`config.mk`:
```
export PLATFORM = sky130hd
export DESIGN_NAME = tlb_second_chance_refill_core
export DESIGN_NICKNAME = d
export VERILOG_FILES = /design/src/hw/rtl/tlbsc_pkg.sv /design/src/hw/rtl/tlbsc_ctrl.sv /design/src/hw/rtl/tlbsc_dp.sv /design/src/hw/rtl/tlb_second_chance_refill_core.sv
export SDC_FILE = /design/constraint.sdc
export NUM_CORES = 1
export LEC_CHECK = 0
export ABC_AREA = 1
export BUFFER_PORTS_ARGS = -buffer_cell sky130_fd_sc_hd__buf_4
export CAP_MARGIN = 20
export CELL_PAD_IN_SITES_DETAIL_PLACEMENT = 0
export CELL_PAD_IN_SITES_GLOBAL_PLACEMENT = 1
export CORE_ASPECT_RATIO = 0.7
export CORE_MARGIN = 5
export CORE_UTILIZATION = 37
export DETAILED_ROUTE_END_ITERATION = 7
export PLACE_DENSITY = 0.7
export SLEW_MARGIN = 30
export SYNTH_ARGS = -nofsm -noshare
export SYNTH_HDL_FRONTEND = slang
export SYNTH_SLANG_ARGS = --single-unit
```
`constraint.sdc`:
```
create_clock -name clk -period 8.2 [get_ports clk]
set_input_delay 0.82 -clock clk [delete_from_list [all_inputs] [get_ports clk]]
set_output_delay 0.82 -clock clk [all_outputs]
set_load 0.02 [all_outputs]
```
`src/hw/rtl/tlbsc_pkg.sv`:
```
// Shared types, codes and sizes for the second-chance translation buffer refill core.
// No dependencies; every other file in hw/rtl imports this package.
`timescale 1ns / 1ps
`default_nettype none
package tlbsc_pkg;

  localparam int TLB_SLOTS  = 4;
  localparam int SLOT_BITS  = 2;
  localparam int VPN_BITS   = 10;
  localparam int FRAME_BITS = 8;
  localparam int PCNT_BITS  = 11;

  localparam logic [PCNT_BITS-1:0] PAGE_COUNT_RESET = 11'd1024;

  // Input item modes
  localparam logic [1:0] MODE_REFILL  = 2'd0;
  localparam logic [1:0] MODE_ACCESS  = 2'd1;
  localparam logic [1:0] MODE_SAVE    = 2'd2;
  localparam logic [1:0] MODE_RESTORE = 2'd3;

  // Result kinds
  localparam logic [1:0] KIND_WB   = 2'd0;
  localparam logic [1:0] KIND_FILL = 2'd1;
  localparam logic [1:0] KIND_DONE = 2'd2;
  localparam logic [1:0] KIND_BAD  = 2'd3;

  // Datapath operations issued by the controller
  localparam logic [2:0] OP_NONE      = 3'd0;
  localparam logic [2:0] OP_BAD       = 3'd1;
  localparam logic [2:0] OP_FILL_FREE = 3'd2;
  localparam logic [2:0] OP_ACCESS    = 3'd3;
  localparam logic [2:0] OP_RESTORE   = 3'd4;
  localparam logic [2:0] OP_SWEEP     = 3'd5;
  localparam logic [2:0] OP_SAVE      = 3'd6;
  localparam logic [2:0] OP_SAVE_DONE = 3'd7;

  typedef struct packed {
    logic [1:0]            mode;
    logic [VPN_BITS-1:0]   vpn;
    logic [FRAME_BITS-1:0] entry_frame;
    logic                  entry_valid;
    logic                  entry_use;
    logic                  entry_dirty;
    logic                  entry_read_only;
    logic [SLOT_BITS-1:0]  access_slot;
    logic                  access_write;
  } in_item_t;

  typedef struct packed {
    logic [1:0]           kind;
    logic [SLOT_BITS-1:0] slot;
    logic [VPN_BITS-1:0]  out_vpn;
    logic                 out_use;
    logic                 out_dirty;
    logic                 last;
  } out_item_t;

  typedef struct packed {
    logic       capture;
    logic [2:0] op;
  } dp_cmd_t;

  typedef struct packed {
    logic [1:0] mode;
    logic       bad_page;
    logic       any_free;
    logic       hand_use;
    logic       save_last;
    logic       out_free;
  } dp_status_t;

endpackage
`default_nettype wire

```
`src/hw/rtl/tlbsc_ctrl.sv`:
```
// Controller state machine: sequences refill sweeps and save scans over the datapath.
// Depends on tlbsc_pkg for command/status structs and operation codes.
`timescale 1ns / 1ps
`default_nettype none
module tlbsc_ctrl (
  input  wire logic                 clk,
  input  wire logic                 rst,
  input  wire logic                 in_valid,
  output logic                      in_ready,
  input  wire tlbsc_pkg::dp_status_t status,
  output tlbsc_pkg::dp_cmd_t        cmd
);
  import tlbsc_pkg::*;

  localparam logic [2:0] S_IDLE      = 3'd0;
  localparam logic [2:0] S_DECODE    = 3'd1;
  localparam logic [2:0] S_SWEEP     = 3'd2;
  localparam logic [2:0] S_SAVE      = 3'd3;
  localparam logic [2:0] S_SAVE_DONE = 3'd4;

  logic [2:0] state;
  logic [2:0] state_next;

  always_ff @(posedge clk) begin
    if (rst) begin
      state <= S_IDLE;
    end else begin
      state <= state_next;
    end
  end

  always_comb begin
    state_next  = state;
    cmd.capture = 1'b0;
    cmd.op      = OP_NONE;
    in_ready    = (state == S_IDLE);
    unique case (state)
      S_IDLE: begin
        if (in_valid) begin
          cmd.capture = 1'b1;
          state_next  = S_DECODE;
        end
      end
      S_DECODE: begin
        unique case (status.mode)
          MODE_REFILL: begin
            if (status.out_free) begin
              if (status.bad_page) begin
                cmd.op     = OP_BAD;
                state_next = S_IDLE;
              end else if (status.any_free) begin
                cmd.op     = OP_FILL_FREE;
                state_next = S_IDLE;
              end else begin
                state_next = S_SWEEP;
              end
            end
          end
          MODE_ACCESS: begin
            if (status.out_free) begin
              cmd.op     = OP_ACCESS;
              state_next = S_IDLE;
            end
          end
          MODE_SAVE: begin
            state_next = S_SAVE;
          end
          MODE_RESTORE: begin
            if (status.out_free) begin
              cmd.op     = OP_RESTORE;
              state_next = S_IDLE;
            end
          end
          default: state_next = S_IDLE;
        endcase
      end
      S_SWEEP: begin
        // one slot visit per beat; a clear use bit ends the sweep
        if (status.out_free) begin
          cmd.op = OP_SWEEP;
          if (!status.hand_use) begin
            state_next = S_IDLE;
          end
        end
      end
      S_SAVE: begin
        if (status.out_free) begin
          cmd.op = OP_SAVE;
          if (status.save_last) begin
            state_next = S_SAVE_DONE;
          end
        end
      end
      S_SAVE_DONE: begin
        if (status.out_free) begin
          cmd.op     = OP_SAVE_DONE;
          state_next = S_IDLE;
        end
      end
      default: state_next = S_IDLE;
    endcase
  end

endmodule
`default_nettype wire

```
`src/hw/rtl/tlbsc_dp.sv`:
```
// Datapath: slot store, clock hand, scan index, page-count register and result register.
// Depends on tlbsc_pkg; driven by commands from tlbsc_ctrl, the input item and the page-count config.
`timescale 1ns / 1ps
`default_nettype none
module tlbsc_dp (
  input  wire logic                             clk,
  input  wire logic                             rst,
  input  wire tlbsc_pkg::in_item_t              in_data,
  input  wire logic                             cfg_we,
  input  wire logic [tlbsc_pkg::PCNT_BITS-1:0]  cfg_wdata,
  input  wire tlbsc_pkg::dp_cmd_t               cmd,
  output tlbsc_pkg::dp_status_t                 status,
  output logic                                  out_valid,
  input  wire logic                             out_ready,
  output tlbsc_pkg::out_item_t                  out_data
);
  import tlbsc_pkg::*;

  logic [PCNT_BITS-1:0]  page_count;
  in_item_t              item;
  logic [SLOT_BITS-1:0]  hand;
  logic [SLOT_BITS-1:0]  idx;
  logic [SLOT_BITS-1:0]  hand_next;
  logic [SLOT_BITS-1:0]  free_idx;

  logic [VPN_BITS-1:0]   slot_vpn   [TLB_SLOTS];
  logic [FRAME_BITS-1:0] slot_frame [TLB_SLOTS];
  logic [TLB_SLOTS-1:0]  slot_valid;
  logic [TLB_SLOTS-1:0]  slot_use;
  logic [TLB_SLOTS-1:0]  slot_dirty;
  logic [TLB_SLOTS-1:0]  slot_read_only;

  logic                  emit;
  out_item_t             res;
  logic                  load_en;
  logic [SLOT_BITS-1:0]  load_idx;
  logic                  use_clr;
  logic                  acc_en;
  logic                  clear_all;

  always_comb begin
    free_idx = '0;
    for (int i = TLB_SLOTS - 1; i >= 0; i--) begin
      if (!slot_valid[i]) begin
        free_idx = SLOT_BITS'(i);
      end
    end
  end

  assign hand_next = (hand == SLOT_BITS'(TLB_SLOTS - 1)) ? '0 : hand + 1'b1;

  assign status.mode      = item.mode;
  assign status.bad_page  = ({1'b0, item.vpn} >= page_count);
  assign status.any_free  = ~&slot_valid;
  assign status.hand_use  = slot_use[hand];
  assign status.save_last = (idx == SLOT_BITS'(TLB_SLOTS - 1));
  assign status.out_free  = !out_valid || out_ready;

  always_comb begin
    emit      = 1'b0;
    res       = '0;
    load_en   = 1'b0;
    load_idx  = free_idx;
    use_clr   = 1'b0;
    acc_en    = 1'b0;
    clear_all = 1'b0;
    unique case (cmd.op)
      OP_NONE: ;
      OP_BAD: begin
        emit        = 1'b1;
        res.kind    = KIND_BAD;
        res.out_vpn = item.vpn;
        res.last    = 1'b1;
      end
      OP_FILL_FREE: begin
        emit          = 1'b1;
        load_en       = 1'b1;
        res.kind      = KIND_FILL;
        res.slot      = free_idx;
        res.out_vpn   = item.vpn;
        res.out_use   = item.entry_use;
        res.out_dirty = item.entry_dirty;
        res.last      = 1'b1;
      end
      OP_ACCESS: begin
        emit     = 1'b1;
        acc_en   = slot_valid[item.access_slot];
        res.kind = KIND_DONE;
        res.slot = item.access_slot;
        res.last = 1'b1;
      end
      OP_RESTORE, OP_SAVE_DONE: begin
        emit      = 1'b1;
        clear_all = 1'b1;
        res.kind  = KIND_DONE;
        res.last  = 1'b1;
      end
      OP_SWEEP: begin
        emit          = 1'b1;
        res.slot      = hand;
        res.out_vpn   = slot_vpn[hand];
        res.out_dirty = slot_dirty[hand];
        if (slot_use[hand]) begin
          use_clr     = 1'b1;
          res.kind    = KIND_WB;
          res.out_use = 1'b1;
        end else begin
          load_en  = 1'b1;
          load_idx = hand;
          res.kind = KIND_FILL;
          res.last = 1'b1;
        end
      end
      OP_SAVE: begin
        emit          = slot_valid[idx];
        res.kind      = KIND_WB;
        res.slot      = idx;
        res.out_vpn   = slot_vpn[idx];
        res.out_use   = slot_use[idx];
        res.out_dirty = slot_dirty[idx];
      end
      default: ;
    endcase
  end

  // control state
  always_ff @(posedge clk) begin
    if (rst) begin
      page_count <= PAGE_COUNT_RESET;
      slot_valid <= '0;
      hand       <= '0;
      out_valid  <= 1'b0;
    end else begin
      if (cfg_we) begin
        page_count <= cfg_wdata;
      end
      if (clear_all) begin
        slot_valid <= '0;
      end else if (load_en) begin
        slot_valid[load_idx] <= item.entry_valid;
      end
      if (cmd.op == OP_SWEEP) begin
        hand <= hand_next;
      end else if (cmd.op == OP_RESTORE) begin
        hand <= '0;
      end
      if (emit) begin
        out_valid <= 1'b1;
      end else if (out_ready) begin
        out_valid <= 1'b0;
      end
    end
  end

  // payload
  always_ff @(posedge clk) begin
    if (cmd.capture) begin
      item <= in_data;
      idx  <= '0;
    end else if (cmd.op == OP_SAVE) begin
      idx <= idx + 1'b1;
    end
    if (load_en) begin
      slot_vpn[load_idx]       <= item.vpn;
      slot_frame[load_idx]     <= item.entry_frame;
      slot_use[load_idx]       <= item.entry_use;
      slot_dirty[load_idx]     <= item.entry_dirty;
      slot_read_only[load_idx] <= item.entry_read_only;
    end
    if (use_clr) begin
      slot_use[hand] <= 1'b0;
    end
    if (acc_en) begin
      slot_use[item.access_slot] <= 1'b1;
      if (item.access_write) begin
        slot_dirty[item.access_slot] <= 1'b1;
      end
    end
    if (emit) begin
      out_data <= res;
    end
  end

endmodule
`default_nettype wire

```
`src/hw/rtl/tlb_second_chance_refill_core.sv`:
```
// Top level of the second-chance translation buffer refill core.
// Depends on tlbsc_pkg, tlbsc_ctrl and tlbsc_dp.
`timescale 1ns / 1ps
`default_nettype none
// A four-slot translation buffer refilled by the clock (second-chance) policy.
// One input beat is taken at a time and answers with one to five result beats,
// the final one flagged by last. A refill takes the lowest invalid slot; when
// all slots are valid the clock hand visits slots, one per cycle while the
// sink takes results, clearing set use bits (each reported as a page-table
// writeback) until it reaches a slot with a clear use bit, which is evicted
// and reloaded. Refills of a page at or above page_count return a single
// bad-page result and change nothing. Access beats mark use/dirty on a valid
// slot; save writes back every valid slot and invalidates all; restore
// invalidates all and parks the hand at slot zero.
// Each item is taken in idle and then decoded. A bad page, a refill into a
// free slot, an access and a restore issue their one result from decode. A
// refill into a full buffer issues one result per hand visit (1 to 5 visits).
// A save scans all four slots, whether valid or not, then issues the done
// beat. The result register is the only output stage, so a stalled sink
// holds the controller at its next result.
// Write page_count (cfg_we/cfg_wdata) only while the core is idle.
module tlb_second_chance_refill_core (
  input  wire logic                             clk,
  input  wire logic                             rst,
  input  wire logic                             in_valid,
  output logic                                  in_ready,
  input  wire tlbsc_pkg::in_item_t              in_data,
  output logic                                  out_valid,
  input  wire logic                             out_ready,
  output tlbsc_pkg::out_item_t                  out_data,
  input  wire logic                             cfg_we,
  input  wire logic [tlbsc_pkg::PCNT_BITS-1:0]  cfg_wdata
);
  import tlbsc_pkg::*;

  dp_cmd_t    cmd;
  dp_status_t status;

  // sequence the item: decode, sweep or scan, then drop back to idle
  tlbsc_ctrl u_ctrl (
    .clk      (clk),
    .rst      (rst),
    .in_valid (in_valid),
    .in_ready (in_ready),
    .status   (status),
    .cmd      (cmd)
  );

  // hold slot state and the result register
  tlbsc_dp u_dp (
    .clk       (clk),
    .rst       (rst),
    .in_data   (in_data),
    .cfg_we    (cfg_we),
    .cfg_wdata (cfg_wdata),
    .cmd       (cmd),
    .status    (status),
    .out_valid (out_valid),
    .out_ready (out_ready),
    .out_data  (out_data)
  );

  // A result is only loaded when the result register is free or draining.
  a_emit_free: assert property (@(posedge clk) disable iff (rst)
    (cmd.op != OP_NONE && cmd.op != OP_SAVE) |-> status.out_free)
    else $error("result loaded over a pending beat");

  // Taking an input beat closes the input side on the next cycle.
  a_one_item: assert property (@(posedge clk) disable iff (rst)
    (in_valid && in_ready) |=> !in_ready)
    else $error("input taken while an item is in flight");

  // A sweep visit that finds a clear use bit ends the refill.
  a_victim_ends: assert property (@(posedge clk) disable iff (rst)
    (cmd.op == OP_SWEEP && !status.hand_use) |=> (in_ready && out_valid && out_data.last))
    else $error("victim visit did not finish the refill");

endmodule
`default_nettype wire
```
==> results.tsv <==
metric	value	unit
Min-Delay Endpoint	u_dp.page_count[6]	
r2r endpoint	u_dp.slot_vpn[2][3]	
measured slew at the worst slew-check pin	850.0	ps
clock share of power	25.8	%
Netlist Area Pre-Place	5434	sq um
H-tree level count	3	
DR vias/cell	5.151	
Syn Nets	667	
Die ar.	17250	sq um
register area	2953	sq um
power per cell area	259.2	nW/um^2
RSZ-0062 raised after global routing	no	
clock slew at reported path FFs	70	ps
worst skew pair latency	350	ps
min Tclk post-route	3562	ps
Final setup viols	0	
Vias	4399	
cell internal pwr	1.084	mW
status	finished, final reports clean	
hold_sp	u_dp.page_count[6]	
sequential share of the synthesized area	54.34	%
cell family with most CP delay	simple AND/OR/NAND/NOR gates	
total of max-cap violations	0	
Worst Path Buf+Inv	1	
Die Span X	154.8	um
Setup Total Neg Slack	0	ps
HP Class	flip-flop to flip-flop	
vias in the first global route	4401	
P&R area growth vs syn	15.68	%
placed insts	839	
Final ANT Viol Nets	0	
sw frac	33.47	%
worst clock skew	9.102	ps
Synth warnings	0	
antenna violations before repair	0	
root buffer cell	clkbuf_16	
post-CTS sizing	0	
Row Count	37	
Synth Instances	608	
critical path arrival	3540	ps
WL/cell	16.83	um
1st-pass router iterations	5	
most common cell after layout, fill and taps aside	nand2_1	
reg2reg start	u_dp.item[23]	
grt ovf	0	
synth unique cells	36	
postcts setup bufs	0	
clk buf depth	2	
Worst Path Max Fanout	17	
Routed WL	14370	um
worst-path cell chain	ha_1 -> a21oi_1 -> o21ai_0 -> nor2_1 -> nand3_1 -> a21oi_2 -> nand3_2 -> nand2_4 -> inv_1 -> nor2_2	
Synth Register Bits	110	
clock tree from TritonCTS	done	
DRC	0	
I/O Pins	62	
GRT Util Overall	16.69	%
slew margin rel.	43.26	%
CP Class	flip-flop to flip-flop	
Initial Util	37.38	%
Achievable Freq	0.2807	GHz
r2r setup slk	4640	ps
layout cells sized above 1	15.17	%
Leak	2.630	nW
FILL cells	1463	
Avg Inst Size Synth	8.937	sq um
Net count, final	714	
footprint of the multi-input gates	2171	sq um
Hold Path Depth	2	
Max stage delay cell, worst path	nor2_2	
CP peak stage delay	590	ps
hold_buf cts	0	
fin. max-slew vios	0	
die height	111.4	um
final hold vios	0	
Core ar.	14540	sq um
Reg power frac	47.2	%
Post-synth EDFFs	75	
startpoint class of the critical path	flip-flop	
VDD IR max	0.1207	mV
ANT cells	0	
Iter 0 DRT Violations	333	
Async SR Flop Fraction	0	%
largest net degree at the start of global routing	22	
Post-synth top flop	edfxtp_1	
CTS Sinks	110	
DP HPWL	9994	um
most frequent cells in the layout	156 x nand2_1, 75 x edfxtp_1, 74 x a21oi_1	
Comb power frac	27.0	%
first-pass GRT wire length	22540	um
fin crit share	43.44	%
CP endpoint kind	flip-flop	
Net Switching	0.5453	mW
depth of the worst register-to-register path	10	
port buffer count	52	
final cell count without fillers	854	
total CTS buffers	9	
Placer Congestion	0.8784	
worst path required time	8170	ps
-- per-stage QoR --
| step | power, mW | cell area [sq um] | setup WS [ps] | utilization, % | hold WS [ps] |
|---|---|---|---|---|---|
| floorplan | 1.049 | 5434 | 5604 | - | 436.7 |
| global placement | 1.202 | 5993 | 4407 | 41.23 | 462.7 |
| detailed placement | 1.216 | 6003 | 4431 | 41.30 | 468.4 |
| CTS | 1.636 | 6284 | 4381 | 43.23 | 477.9 |
| global route | 1.716 | 6286 | 4416 | 43.24 | 504.9 |
| finish | 1.629 | 6286 | 4638 | 43.24 | 467.5 |
-- power by group through the flow --
stage,Sequential [mW],Combinational (mW),Clock [mW]
after floorplan,0.798,0.251,0
after global placement,0.777,0.425,0
after detailed placement,0.779,0.437,0
after CTS,0.767,0.439,0.431
after global routing,0.778,0.487,0.451
final,0.768,0.440,0.420
-- cell type report --
class                           instances  share of cell area [%]
Clock buffer                           10                   3.643
Clock inverter                          5                  0.8161
Inverter                               66                   3.941
Multi-Input combinational cell        416                   34.53
Sequential cell                       110                   46.97
Tap cell                              195                   3.881
Timing Repair Buffer                   52                   6.210
-- tightest hold or removal path, delay by kind of cell (launching register included) --
| kind | cells | cell delay, ps |
|---|---|---|
| DFF | 1 | 300 |
| buffers and inverters | 1 | 60 |
| AOI/OAI and AO/OA | 1 | 60 |
-- per-layer routing --
layer	up-vias	global-route usage (%)	wire, um
met2	172	24.94	6073
met4	0	6.941	189
met5	-	0	0
met1	2044	23.48	6894
met3	14	3.691	1213
li1	2169	-	-
-- registers in the layout, summed over array words and instances, names as in the netlist, 3 cells and up, named ones only --
register and cells:
u_ctrl.state 3, u_dp.item 16, u_dp.out_data 17, u_dp.page_count 11, u_dp.slot_dirty 4, u_dp.slot_use 4, u_dp.slot_valid 4, u_dp.slot_vpn 40
-- synth_stat cells, types with 2 or more instances --
| cell type | count | area, sq um |
|---|---|---|
| nand2_4 | 4 | 45.04 |
| o21ai_2 | 2 | 17.52 |
| nor2_2 | 3 | 18.77 |
| o21ai_1 | 5 | 25.02 |
| nor3_2 | 2 | 20.02 |
| nor2_1 | 35 | 131.4 |
| clkinv_1 | 2 | 7.510 |
| dfxtp_1 | 35 | 700.7 |
| ha_1 | 16 | 200.2 |
| a21oi_1 | 74 | 370.4 |
| inv_1 | 56 | 210.2 |
| a221oi_1 | 3 | 26.28 |
| nand3_1 | 38 | 190.2 |
| nand2_2 | 5 | 31.28 |
| nor2_4 | 2 | 22.52 |
| edfxtp_1 | 75 | 2252 |
| buf_6 | 2 | 22.52 |
| inv_2 | 8 | 30.03 |
| nand3_2 | 2 | 20.02 |
| nand2_1 | 156 | 585.6 |
| a22oi_1 | 21 | 157.7 |
| clkbuf_1 | 13 | 48.80 |
| o21ai_0 | 30 | 150.1 |
| nand4_1 | 7 | 43.79 |
-- logic make-up (layout without fill, tap and decap cells) --
group,Yosys count,in the layout,synth area share [%]
AOI/OAI and AO/OA,142,142,14.90
DFF,110,110,54.34
and+or+nand+nor,258,258,21.14
adders and majority gates,16,16,3.684
buffers and inverters,82,133,5.941
-- how the worst max path moves through the flow --
stage             startpoint             endpoint  depth (start not counted)
2_1_floorplan  u_dp.item[23]  u_dp.slot_vpn[0][0]                         10
3_3_place_gp   u_dp.item[23]  u_dp.slot_vpn[2][5]                         10
3_5_place_dp   u_dp.item[23]  u_dp.slot_vpn[0][5]                         10
4_1_cts        u_dp.item[23]  u_dp.slot_vpn[0][3]                         10
5_1_grt        u_dp.item[17]  u_dp.slot_vpn[2][8]                         12
6_report       u_dp.item[23]  u_dp.slot_vpn[2][3]                         10
No activity file was read; power rests on OpenSTA's default activity.
